`src/design/tpaf_pkg.sv`:
```
// shared types, constants and helpers of the triac phase-angle firing core
`timescale 1ns / 1ps
`default_nettype none

package tpaf_pkg;

    // default parameter values
    localparam int TIME_BITS_DEF = 32;
    localparam int GOOD_MAX_DEF  = 15;

    // register file geometry
    localparam int CFG_ADDR_W = 3;
    localparam int CFG_DATA_W = 16;

    // register widths
    localparam int POWER_W    = 7;
    localparam int BIAS_W     = 7;
    localparam int HALF_W     = 14;
    localparam int PULSE_W    = 13;
    localparam int TOL_W      = 6;
    localparam int BOUND_W    = 16;
    localparam int DELAY_W    = 14;
    localparam int INTERVAL_W = 16;
    localparam int GOOD_OUT_W = 4;
    localparam int GOOD_CAP   = 15;

    // stream payload widths
    localparam int IN_TDATA_W  = 8;
    localparam int OUT_TDATA_W = 24;

    // register reset values
    localparam logic [POWER_W-1:0] POWER_RST = 7'd0;
    localparam logic [BIAS_W-1:0]  BIAS_RST  = 7'd17;
    localparam logic [HALF_W-1:0]  HALF_RST  = 14'd8333;
    localparam logic [PULSE_W-1:0] PULSE_RST = 13'd600;
    localparam logic [TOL_W-1:0]   TOL_RST   = 6'd8;
    localparam logic [BOUND_W-1:0] MIN_RST   = 16'd2000;
    localparam logic [BOUND_W-1:0] MAX_RST   = 16'd15000;

    // power thresholds and delay limits
    localparam logic [POWER_W-1:0] POWER_OFF_MAX  = 7'd1;
    localparam logic [POWER_W-1:0] POWER_FULL_MIN = 7'd99;
    localparam logic [POWER_W-1:0] PERCENT_FULL   = 7'd100;
    localparam logic signed [15:0] DELAY_MIN      = 16'sd100;
    localparam logic signed [15:0] DELAY_MARGIN   = 16'sd200;

    // floor(x / 100) for x below 2^21 as (x * K) >> 28
    localparam int          DIV_IN_W  = 21;
    localparam int          DIV_OUT_W = 15;
    localparam int          DIV_SHIFT = 28;
    localparam logic [21:0] DIV100_K  = 22'd2684355;

    // register indexes
    typedef enum logic [CFG_ADDR_W-1:0] {
        CFG_POWER  = 3'd0,
        CFG_BIAS   = 3'd1,
        CFG_HALF   = 3'd2,
        CFG_PULSE  = 3'd3,
        CFG_TOL    = 3'd4,
        CFG_MIN    = 3'd5,
        CFG_MAX    = 3'd6
    } t_cfg_reg;

    // settings prepared for the firing stage
    typedef struct packed {
        logic                   pwr_off;
        logic                   pwr_full;
        logic                   dly_cancel;
        logic [DELAY_W-1:0]     dly;
        logic [DIV_OUT_W-1:0]   tol_lo;
        logic [DIV_OUT_W-1:0]   tol_hi;
        logic [BOUND_W-1:0]     min_iv;
        logic [BOUND_W-1:0]     max_iv;
        logic [PULSE_W-1:0]     pulse_len;
    } t_fire_cfg;

    function automatic logic [DIV_OUT_W-1:0] div100(input logic [DIV_IN_W-1:0] x);
        logic [42:0] p;
        p = 43'(x) * 43'(DIV100_K);
        return DIV_OUT_W'(p >> DIV_SHIFT);
    endfunction

endpackage

`default_nettype wire

```
`src/design/triac_phase_angle_firing_core.sv`:
```
// top level of the triac phase-angle firing core
// Usage: each input beat on s_axis is one microsecond tick; tdata bit 0 says a
// detector edge arrived this tick and bit 1 gives its level. Every input beat
// yields exactly one output beat on m_axis carrying the gate drive, the
// zero-cross flag, the last interval with its bounds check, the good-run
// count and the pending-fire flag.
// From the accepting edge to the output beat a beat passes an input register,
// the edge pairing and timestamp stage, then the interval and firing stage
// whose state registers drive m_axis. One beat is taken every cycle while
// m_axis_tready is high. Each stage holds its beat only until the next stage can
// take it, so input beats keep flowing into empty stages while a result waits on
// a stalled m_axis; once all three stages are full s_axis_tready drops.
// The user must write registers through i_cfg_we / i_cfg_addr / i_cfg_wdata only
// while no beat is in flight; the block does not enforce this. Derived tolerance
// window and firing delay settle via the product and settings registers before a
// following tick reaches the firing stage. Synchronous reset returns registers to
// defaults, clears timestamp, edge, run and pulse state and empties the pipeline.
`timescale 1ns / 1ps
`default_nettype none

module triac_phase_angle_firing_core
    import tpaf_pkg::*;
#(
    parameter int TIME_BITS = TIME_BITS_DEF,
    parameter int GOOD_MAX  = GOOD_MAX_DEF
) (
    input  wire logic                   i_clk,
    input  wire logic                   i_rst_n,
    input  wire logic                   s_axis_tvalid,
    output logic                        s_axis_tready,
    // edge_seen [0], edge_level [1], zero padding [7:2]
    input  wire logic [IN_TDATA_W-1:0]  s_axis_tdata,
    output logic                        m_axis_tvalid,
    input  wire logic                   m_axis_tready,
    // gate_drive [0], zero_cross [1], interval_us [17:2], interval_ok [18],
    // good_count [22:19], fire_pending [23]
    output logic [OUT_TDATA_W-1:0]      m_axis_tdata,
    input  wire logic                   i_cfg_we,
    input  wire logic [CFG_ADDR_W-1:0]  i_cfg_addr,
    input  wire logic [CFG_DATA_W-1:0]  i_cfg_wdata
);

    logic                  r_v_in;
    logic                  r_v_s1;
    logic                  r_v_out;
    logic                  rdy_out;
    logic                  rdy_s1;
    logic                  accept;
    logic                  adv_s1;
    logic                  adv_out;

    t_fire_cfg             fire_cfg;
    logic                  zc;
    logic [TIME_BITS-1:0]  zt;
    logic                  gate_drive;
    logic                  zero_cross;
    logic [INTERVAL_W-1:0] interval_us;
    logic                  interval_ok;
    logic [GOOD_OUT_W-1:0] good_count;
    logic                  fire_pending;

    // stage handshake, each stage moves when the next is empty or moving
    assign rdy_out       = !r_v_out || m_axis_tready;
    assign adv_out       = r_v_s1 && rdy_out;
    assign rdy_s1        = !r_v_s1 || rdy_out;
    assign adv_s1        = r_v_in && rdy_s1;
    assign s_axis_tready = !r_v_in || rdy_s1;
    assign accept        = s_axis_tvalid && s_axis_tready;

    always_ff @(posedge i_clk) begin
        if (!i_rst_n) begin
            r_v_in  <= 1'b0;
            r_v_s1  <= 1'b0;
            r_v_out <= 1'b0;
        end else begin
            r_v_in  <= accept || (r_v_in && !adv_s1);
            r_v_s1  <= adv_s1 || (r_v_s1 && !adv_out);
            r_v_out <= adv_out || (r_v_out && !m_axis_tready);
        end
    end

    // register file
    tpaf_cfg u_cfg (
        .i_clk       (i_clk),
        .i_rst_n     (i_rst_n),
        .i_cfg_we    (i_cfg_we),
        .i_cfg_addr  (i_cfg_addr),
        .i_cfg_wdata (i_cfg_wdata),
        .o_cfg       (fire_cfg)
    );

    // edge pairing stage
    tpaf_edge #(
        .TIME_BITS (TIME_BITS)
    ) u_edge (
        .i_clk        (i_clk),
        .i_rst_n      (i_rst_n),
        .i_accept     (accept),
        .i_edge_seen  (s_axis_tdata[0]),
        .i_edge_level (s_axis_tdata[1]),
        .i_advance    (adv_s1),
        .o_zc         (zc),
        .o_zt         (zt)
    );

    // firing stage
    tpaf_fire #(
        .TIME_BITS (TIME_BITS),
        .GOOD_MAX  (GOOD_MAX)
    ) u_fire (
        .i_clk          (i_clk),
        .i_rst_n        (i_rst_n),
        .i_advance      (adv_out),
        .i_zc           (zc),
        .i_zt           (zt),
        .i_cfg          (fire_cfg),
        .o_gate_drive   (gate_drive),
        .o_zero_cross   (zero_cross),
        .o_interval_us  (interval_us),
        .o_interval_ok  (interval_ok),
        .o_good_count   (good_count),
        .o_fire_pending (fire_pending)
    );

    // output beat
    assign m_axis_tvalid = r_v_out;
    assign m_axis_tdata  = {fire_pending, good_count, interval_ok, interval_us,
                            zero_cross, gate_drive};

endmodule

`default_nettype wire

```
`src/design/tpaf_cfg.sv`:
```
// register file and precomputed firing settings
`timescale 1ns / 1ps
`default_nettype none

module tpaf_cfg
    import tpaf_pkg::*;
(
    input  wire logic                  i_clk,
    input  wire logic                  i_rst_n,
    input  wire logic                  i_cfg_we,
    input  wire logic [CFG_ADDR_W-1:0] i_cfg_addr,
    input  wire logic [CFG_DATA_W-1:0] i_cfg_wdata,
    output t_fire_cfg                  o_cfg
);

    logic [POWER_W-1:0] r_power;
    logic [BIAS_W-1:0]  r_bias;
    logic [HALF_W-1:0]  r_half;
    logic [PULSE_W-1:0] r_pulse;
    logic [TOL_W-1:0]   r_tol;
    logic [BOUND_W-1:0] r_min;
    logic [BOUND_W-1:0] r_max;

    logic [19:0]          r_p_tol;
    logic [DIV_IN_W-1:0]  r_p_dly;
    logic [DIV_IN_W-1:0]  r_p_bias;
    logic [DIV_OUT_W-1:0] tol;
    logic [DIV_OUT_W-1:0] dly_a;
    logic [DIV_OUT_W-1:0] dly_b;
    logic signed [15:0]   dly_raw;
    logic signed [15:0]   dly_clamp;
    logic signed [15:0]   dly_lim;
    logic [DIV_OUT_W-1:0] half_x;
    t_fire_cfg            n_cfg;
    t_fire_cfg            r_cfg;

    // register writes
    always_ff @(posedge i_clk) begin
        if (!i_rst_n) begin
            r_power <= POWER_RST;
            r_bias  <= BIAS_RST;
            r_half  <= HALF_RST;
            r_pulse <= PULSE_RST;
            r_tol   <= TOL_RST;
            r_min   <= MIN_RST;
            r_max   <= MAX_RST;
        end else if (i_cfg_we) begin
            unique case (t_cfg_reg'(i_cfg_addr))
                CFG_POWER: r_power <= i_cfg_wdata[POWER_W-1:0];
                CFG_BIAS:  r_bias  <= i_cfg_wdata[BIAS_W-1:0];
                CFG_HALF:  r_half  <= i_cfg_wdata[HALF_W-1:0];
                CFG_PULSE: r_pulse <= i_cfg_wdata[PULSE_W-1:0];
                CFG_TOL:   r_tol   <= i_cfg_wdata[TOL_W-1:0];
                CFG_MIN:   r_min   <= i_cfg_wdata[BOUND_W-1:0];
                CFG_MAX:   r_max   <= i_cfg_wdata[BOUND_W-1:0];
                default: ;
            endcase
        end
    end

    // first step: percent products of the half period
    always_ff @(posedge i_clk) begin
        r_p_tol  <= 20'(r_half) * 20'(r_tol);
        r_p_dly  <= DIV_IN_W'(r_half) * DIV_IN_W'(POWER_W'(PERCENT_FULL - r_power));
        r_p_bias <= DIV_IN_W'(r_half) * DIV_IN_W'(r_bias);
    end

    // second step: scale by 1/100, tolerance window and delay
    always_comb begin
        tol       = div100(DIV_IN_W'(r_p_tol));
        dly_a     = div100(r_p_dly);
        dly_b     = div100(r_p_bias);
        half_x    = DIV_OUT_W'(r_half);
        dly_raw   = $signed({1'b0, dly_a}) - $signed({1'b0, dly_b});
        dly_clamp = (dly_raw < DELAY_MIN) ? DELAY_MIN : dly_raw;
        dly_lim   = $signed({2'b00, r_half}) - DELAY_MARGIN;

        n_cfg            = '0;
        n_cfg.pwr_off    = (r_power <= POWER_OFF_MAX);
        n_cfg.pwr_full   = (r_power >= POWER_FULL_MIN);
        n_cfg.dly_cancel = (dly_clamp > dly_lim);
        n_cfg.dly        = dly_clamp[DELAY_W-1:0];
        n_cfg.tol_lo     = (half_x > tol) ? (half_x - tol) : '0;
        n_cfg.tol_hi     = half_x + tol;
        n_cfg.min_iv     = r_min;
        n_cfg.max_iv     = r_max;
        n_cfg.pulse_len  = r_pulse;
    end

    always_ff @(posedge i_clk) begin
        r_cfg <= n_cfg;
    end

    assign o_cfg = r_cfg;

endmodule

`default_nettype wire

```
`src/design/tpaf_edge.sv`:
```
// input register, timestamp counter and detector edge pairing
`timescale 1ns / 1ps
`default_nettype none

module tpaf_edge
    import tpaf_pkg::*;
#(
    parameter int TIME_BITS = TIME_BITS_DEF
) (
    input  wire logic                 i_clk,
    input  wire logic                 i_rst_n,
    input  wire logic                 i_accept,
    input  wire logic                 i_edge_seen,
    input  wire logic                 i_edge_level,
    input  wire logic                 i_advance,
    output logic                      o_zc,
    output logic [TIME_BITS-1:0]      o_zt
);

    logic                 r_in_seen;
    logic                 r_in_lvl;
    logic [TIME_BITS-1:0] r_now;
    logic [TIME_BITS-1:0] r_edge_time;
    logic                 r_edge_lvl;
    logic                 r_edge_held;
    logic                 r_zc;
    logic [TIME_BITS-1:0] r_zt;

    logic [TIME_BITS-1:0] n_edge_time;
    logic                 n_edge_lvl;
    logic                 n_edge_held;
    logic                 n_zc;
    logic [TIME_BITS-1:0] span;
    logic [TIME_BITS-1:0] n_zt;

    // input register
    always_ff @(posedge i_clk) begin
        if (i_accept) begin
            r_in_seen <= i_edge_seen;
            r_in_lvl  <= i_edge_level;
        end
    end

    // pair opposite edges, midpoint is the zero crossing
    always_comb begin
        n_edge_time = r_edge_time;
        n_edge_lvl  = r_edge_lvl;
        n_edge_held = r_edge_held;
        n_zc        = 1'b0;
        span        = r_now - r_edge_time;
        n_zt        = r_edge_time + (span >> 1);
        if (r_in_seen) begin
            if (!r_edge_held) begin
                n_edge_time = r_now;
                n_edge_lvl  = r_in_lvl;
                n_edge_held = 1'b1;
            end else if (r_in_lvl == r_edge_lvl) begin
                n_edge_time = r_now;
            end else begin
                n_edge_held = 1'b0;
                n_edge_lvl  = 1'b0;
                n_zc        = 1'b1;
            end
        end
    end

    always_ff @(posedge i_clk) begin
        if (!i_rst_n) begin
            r_now       <= '0;
            r_edge_time <= '0;
            r_edge_lvl  <= 1'b0;
            r_edge_held <= 1'b0;
            r_zc        <= 1'b0;
        end else if (i_advance) begin
            r_now       <= r_now + 1'b1;
            r_edge_time <= n_edge_time;
            r_edge_lvl  <= n_edge_lvl;
            r_edge_held <= n_edge_held;
            r_zc        <= n_zc;
        end
    end

    always_ff @(posedge i_clk) begin
        if (i_advance) begin
            r_zt <= n_zt;
        end
    end

    assign o_zc = r_zc;
    assign o_zt = r_zt;

endmodule

`default_nettype wire

```
`src/design/tpaf_fire.sv`:
```
// interval check, good-run count, delay countdown and gate pulse
`timescale 1ns / 1ps
`default_nettype none

module tpaf_fire
    import tpaf_pkg::*;
#(
    parameter int TIME_BITS = TIME_BITS_DEF,
    parameter int GOOD_MAX  = GOOD_MAX_DEF
) (
    input  wire logic                   i_clk,
    input  wire logic                   i_rst_n,
    input  wire logic                   i_advance,
    input  wire logic                   i_zc,
    input  wire logic [TIME_BITS-1:0]   i_zt,
    input  wire t_fire_cfg              i_cfg,
    output logic                        o_gate_drive,
    output logic                        o_zero_cross,
    output logic [INTERVAL_W-1:0]       o_interval_us,
    output logic                        o_interval_ok,
    output logic [GOOD_OUT_W-1:0]       o_good_count,
    output logic                        o_fire_pending
);

    localparam int GOOD_W = $clog2(GOOD_MAX + 1);

    logic [TIME_BITS-1:0]  r_prev_zt;
    logic [GOOD_W-1:0]     r_good_run;
    logic [DELAY_W-1:0]    r_delay;
    logic                  r_armed;
    logic [PULSE_W-1:0]    r_pulse;
    logic [INTERVAL_W-1:0] r_interval;
    logic                  r_ok;
    logic                  r_zc;

    logic [TIME_BITS-1:0]  n_prev_zt;
    logic [GOOD_W-1:0]     n_good_run;
    logic [DELAY_W-1:0]    n_delay;
    logic                  n_armed;
    logic [PULSE_W-1:0]    n_pulse;
    logic [INTERVAL_W-1:0] n_interval;
    logic                  n_ok;
    logic [TIME_BITS-1:0]  diff;
    logic                  in_bounds;
    logic                  in_tol;

    // per-tick countdowns, then the zero-crossing update
    always_comb begin
        n_prev_zt  = r_prev_zt;
        n_good_run = r_good_run;
        n_delay    = r_delay;
        n_armed    = r_armed;
        n_pulse    = r_pulse;
        n_interval = r_interval;
        n_ok       = r_ok;
        diff       = i_zt - r_prev_zt;
        in_bounds  = (diff >= TIME_BITS'(i_cfg.min_iv)) && (diff <= TIME_BITS'(i_cfg.max_iv));
        in_tol     = (diff >= TIME_BITS'(i_cfg.tol_lo)) && (diff <= TIME_BITS'(i_cfg.tol_hi));

        if (r_pulse != '0) begin
            n_pulse = r_pulse - 1'b1;
        end
        if (r_armed) begin
            if (r_delay != '0) begin
                n_delay = r_delay - 1'b1;
            end
            if (n_delay == '0) begin
                n_armed = 1'b0;
                n_pulse = i_cfg.pulse_len;
            end
        end

        if (i_zc) begin
            n_prev_zt  = i_zt;
            n_interval = (|diff[TIME_BITS-1:INTERVAL_W]) ? '1 : diff[INTERVAL_W-1:0];
            n_ok       = in_bounds;
            if (in_bounds) begin
                if (!in_tol) begin
                    n_good_run = '0;
                end else if (32'(r_good_run) < GOOD_MAX) begin
                    n_good_run = r_good_run + 1'b1;
                end
                if (i_cfg.pwr_off) begin
                    n_armed = 1'b0;
                end else if (i_cfg.pwr_full) begin
                    n_armed = 1'b0;
                    n_pulse = i_cfg.pulse_len;
                end else if (i_cfg.dly_cancel) begin
                    n_armed = 1'b0;
                end else begin
                    n_delay = i_cfg.dly;
                    n_armed = 1'b1;
                end
            end
        end
    end

    // state doubles as the result register
    always_ff @(posedge i_clk) begin
        if (!i_rst_n) begin
            r_prev_zt  <= '0;
            r_good_run <= '0;
            r_delay    <= '0;
            r_armed    <= 1'b0;
            r_pulse    <= '0;
            r_interval <= '0;
            r_ok       <= 1'b0;
            r_zc       <= 1'b0;
        end else if (i_advance) begin
            r_prev_zt  <= n_prev_zt;
            r_good_run <= n_good_run;
            r_delay    <= n_delay;
            r_armed    <= n_armed;
            r_pulse    <= n_pulse;
            r_interval <= n_interval;
            r_ok       <= n_ok;
            r_zc       <= i_zc;
        end
    end

    assign o_gate_drive   = (r_pulse != '0);
    assign o_zero_cross   = r_zc;
    assign o_interval_us  = r_interval;
    assign o_interval_ok  = r_ok;
    assign o_good_count   = (32'(r_good_run) > GOOD_CAP) ? GOOD_OUT_W'(GOOD_CAP)
                                                         : GOOD_OUT_W'(r_good_run);
    assign o_fire_pending = r_armed;

endmodule

`default_nettype wire
```
`config.mk`:
```
export PLATFORM = sky130hd
export DESIGN_NAME = triac_phase_angle_firing_core
export DESIGN_NICKNAME = d
export VERILOG_FILES = /design/src/design/tpaf_pkg.sv /design/src/design/triac_phase_angle_firing_core.sv /design/src/design/tpaf_cfg.sv /design/src/design/tpaf_edge.sv /design/src/design/tpaf_fire.sv
export SDC_FILE = /design/constraint.sdc
export NUM_CORES = 2
export LEC_CHECK = 0
export BUFFER_PORTS_ARGS = -buffer_cell sky130_fd_sc_hd__buf_2
export CAP_MARGIN = 40
export CORE_MARGIN = 2
export CORE_UTILIZATION = 35
export DETAILED_ROUTE_END_ITERATION = 8
export PLACE_DENSITY_LB_ADDON = 0.1
export SLEW_MARGIN = 10
export SYNTH_ARGS = -nofsm -noshare
export SYNTH_HDL_FRONTEND = slang
export SYNTH_SLANG_ARGS = --single-unit
```
`constraint.sdc`:
```
create_clock -name i_clk -period 22.5 [get_ports i_clk]
set_clock_uncertainty 0.15 [all_clocks]
set_input_delay 3.375 -clock i_clk [delete_from_list [all_inputs] [get_ports i_clk]]
set_output_delay 3.375 -clock i_clk [all_outputs]
set_load 0.03 [all_outputs]
```
==> run_results.csv <==
group,metric,value,unit
placed_design,dp_hpwl,111000,um
global_routing,antenna_found_initial,19,
finish,final_common_cell,"inv_1",
cts,cts_tree,"yes",
setup_path,cp_top_family,"adder cells",
cts,cts_setup_buffers,0,
route,remaining_drc_errors,0,
setup_path,crit_slowest_cell,"a2111oi_0",
route,wl_met1,64400,um
cts,h-tree-depth,2,
min_path,min_to,"u_cfg.o_cfg[22]$_DFF_P_",
die,initial_core_util,0.352,
global_routing,grt_pass1_wl,219000,um
setup_path,crit_type,"reg2reg",
logic_synthesis,synth-edff-count,34,
timing,finalHoldViolCount,0,
setup_path,rr_startpoint,"u_cfg.r_p_dly[4]$_DFF_P_",
setup_path,crit_path_end_kind,"flip-flop",
global_routing,grt_max_degree,66,
finish,multi_input_area,39200,um2
die,die_y,391,um
route,totalWireLength,134000,um
timing,finalMaxSlewViolations,0,
die,core-area,149000,um2
timing,tightest_slew,972,ps
route,drtIter0Drc,1404,
setup_path,worst-path-max-fanout,15,
placed_design,place_congestion,0.858,
timing,clock.fmax,0.0867,GHz
finish,layout.area.seq,8730,um2
logic_synthesis,syn_inst,5795,
cts,clkTransAtPathRegs,60,ps
logic_synthesis,syn_area_per_cell,9.06,um2
logic_synthesis,syn-cell-area,52500,um2
run_status,status,"finished, final reports clean",
route,vias,37766,
setup_path,crit_arrival,11870,ps
timing,setup-tns-final,0,ps
global_routing,grt_pass1_vias,39181,
global_routing,gr-total-overflow,0,
route,wl_per_cell,17.1,um
cts,ctsLongestPathBuffers,3,
logic_synthesis,yosys_warnings,0,
setup_path,critical-path-max-stage-delay,590,ps
min_path,min_from,"u_cfg.r_max[9]$_SDFFE_PN1P_",
die,boundaryPins,58,
cts,root_buffer,"clkbuf_16",
cts,cts_hold_buf,0,
flow_run,max_cap_viol_count,0,
setup_path,reg2reg_slack,10970,ps
logic_synthesis,ys.flop_type,"dfxtp_1",
cts,clk_latency,630,ps
min_path,holdCritPathClass,"reg2reg",
finish,fin_cells,7857,
cts,ctsResizeCount,0,
route,wl_met3,4920,um
route,vias_per_cell,4.81,
logic_synthesis,synth.distinct_cells,87,
placed_design,portBuffers,51,
min_path,min_path_cells,0,
setup_path,critPathRequiredTime,22840,ps
logic_synthesis,synth-seq-cells,419,
route,firstDrtPassIters,5,
logic_synthesis,async_reset_ff_frac,0,
route,top_layer_used,"met5",
logic_synthesis,ys_seq_area_frac,0.166,
timing,rsz0062_at_grt,"no",
timing,relSlewSlack,0.352,
setup_path,worst-path-buf-inv,5,
finish,nets,7398,
setup_path,r2r_cells,48,
cts,numCtsBuffers,50,
route,ant_nets,0,
logic_synthesis,syn_nets,7400,
placed_design,placedCellCount,7757,
route,met2_wirelength,61700,um
finish,drive_gt1_frac,0.0446,
die,die-width,391,um
die,die-area,153000,um2
timing,fin_crit,11530,ps
cts,cts_sinks,419,
finish,mostFrequentLayoutCells,"1050 x inv_1, 943 x ha_1, 630 x fa_1, 603 x nand2_1, 385 x dfxtp_1",
finish,nFillCells,15310,
setup_path,critPathMostFrequentCell,"fa_1",
timing,setup_viol,0,
finish,synthToLayoutAreaGrowth,8.48,%
timing,period_share,0.512,
setup_path,start_kind,"flip-flop",
setup_path,r2r_end,"u_cfg.o_cfg[89]$_DFF_P_",
die,num_rows,142,
global_routing,grtUsageTotal,0.180,
==> metal layers <==
layer,global-route usage,vias to the layer above
li1,-,19029
met1,0.248,18210
met2,0.296,362
met3,0.0271,143
met4,0.0381,22
met5,0,-
==> final cells by class <==
class                      instances  area share
multi-input combinational       4162       0.689
sequential                       419       0.153
inverter                        1051      0.0693
tap                             2016      0.0443
clock buffer                      70      0.0263
timing repair buffer             109      0.0128
clock inverter                    21     0.00514
antenna                            9    0.000395
==> kinds of logic after synthesis <==
| group | Yosys count | synth area share |
|---|---|---|
| AND/OR/NAND/NOR | 1433 | 0.128 |
| buffers and inverters | 1214 | 0.0875 |
| multiplexers | 40 | 0.00769 |
| flip-flops | 419 | 0.166 |
| adder cells (fa/ha/maj) | 1573 | 0.465 |
| XOR/XNOR | 247 | 0.0412 |
| AO/OA/AOI/OAI | 869 | 0.105 |
==> Yosys cell counts, types with 7 or more instances <==
library cell  instances  area (um2)
a211o_1              11        96.3
a211oi_1             32         240
a21o_1               86         646
a21oi_1             340        1700
a31oi_1              28         175
and2_1               96         601
and3_1               30         188
and4_1                7        61.3
buf_1                10        37.5
buf_2                 7        35.0
clkbuf_1            140         526
dfxtp_1             385        7710
edfxtp_1             34        1020
fa_1                630       12600
ha_1                943       11800
inv_1              1051        3950
mux2i_1              37         370
nand2_1             604        2270
nand2b_1             37         231
nand3_1             116         581
nand3b_1              9        67.6
nand4_1              41         257
nor2_1              246         923
nor2b_1              28         175
nor3_1               86         430
nor3b_1              11        82.6
nor4_1               24         150
o2111ai_1            12         105
o211ai_1             26         195
o21a_1               42         315
o21ai_0             131         656
o21bai_1             46         345
o221ai_1             10        87.6
o311ai_0              9        78.8
o31ai_1              16         120
or2_2                36         225
or3_1                27         169
or4_1                10        75.1
xnor2_1             152        1330
xor2_1               95         832
==> stage by stage <==
step | area [um2] | setup slack, ps | utilization | hold slack (ps)
global placement | 55100 | 10940 | 0.368 | 184
floorplan | 52500 | 12410 | - | 181
CTS | 57000 | 10820 | 0.381 | 195
global route | 57000 | 9960 | 0.381 | 199
detailed placement | 55200 | 10900 | 0.369 | 186
finish | 57000 | 10970 | 0.381 | 190
==> how the worst max path moves through the flow <==
| stage | start | to | slack [ps] | cells after the start |
|---|---|---|---|---|
| floorplan | u_cfg.r_p_dly[4]$_DFF_P_ | u_cfg.o_cfg[89]$_DFF_P_ | 12410 | 48 |
| global placement | u_cfg.r_p_dly[4]$_DFF_P_ | u_cfg.o_cfg[89]$_DFF_P_ | 10940 | 48 |
| detailed placement | u_cfg.r_p_dly[4]$_DFF_P_ | u_cfg.o_cfg[89]$_DFF_P_ | 10900 | 48 |
| CTS | u_cfg.r_p_dly[4]$_DFF_P_ | u_cfg.o_cfg[89]$_DFF_P_ | 10820 | 48 |
| global route | u_cfg.r_p_dly[4]$_DFF_P_ | u_cfg.o_cfg[89]$_DFF_P_ | 9960 | 48 |
| finish | u_cfg.r_p_dly[4]$_DFF_P_ | u_cfg.o_cfg[89]$_DFF_P_ | 10970 | 48 |
==> registers in the layout, summed over array words and instances (netlist names), 13 cells and up <==
signal and cells:
u_fire.r_pulse 13, u_cfg.r_p_dly 21, u_cfg.r_p_tol 20, u_edge.o_zt 32, u_cfg.o_cfg 92, u_edge.r_edge_time 32, u_cfg.r_max 16, u_cfg.r_pulse 13
u_fire.o_interval_us 16, u_cfg.r_half 14, u_cfg.r_p_bias 21, u_fire.r_prev_zt 32, u_edge.r_now 32, u_fire.r_delay 14, u_cfg.r_min 16
Power is not shown: default switching activity piles up to over one toggle a cycle in this logic, so the estimate is an artifact.
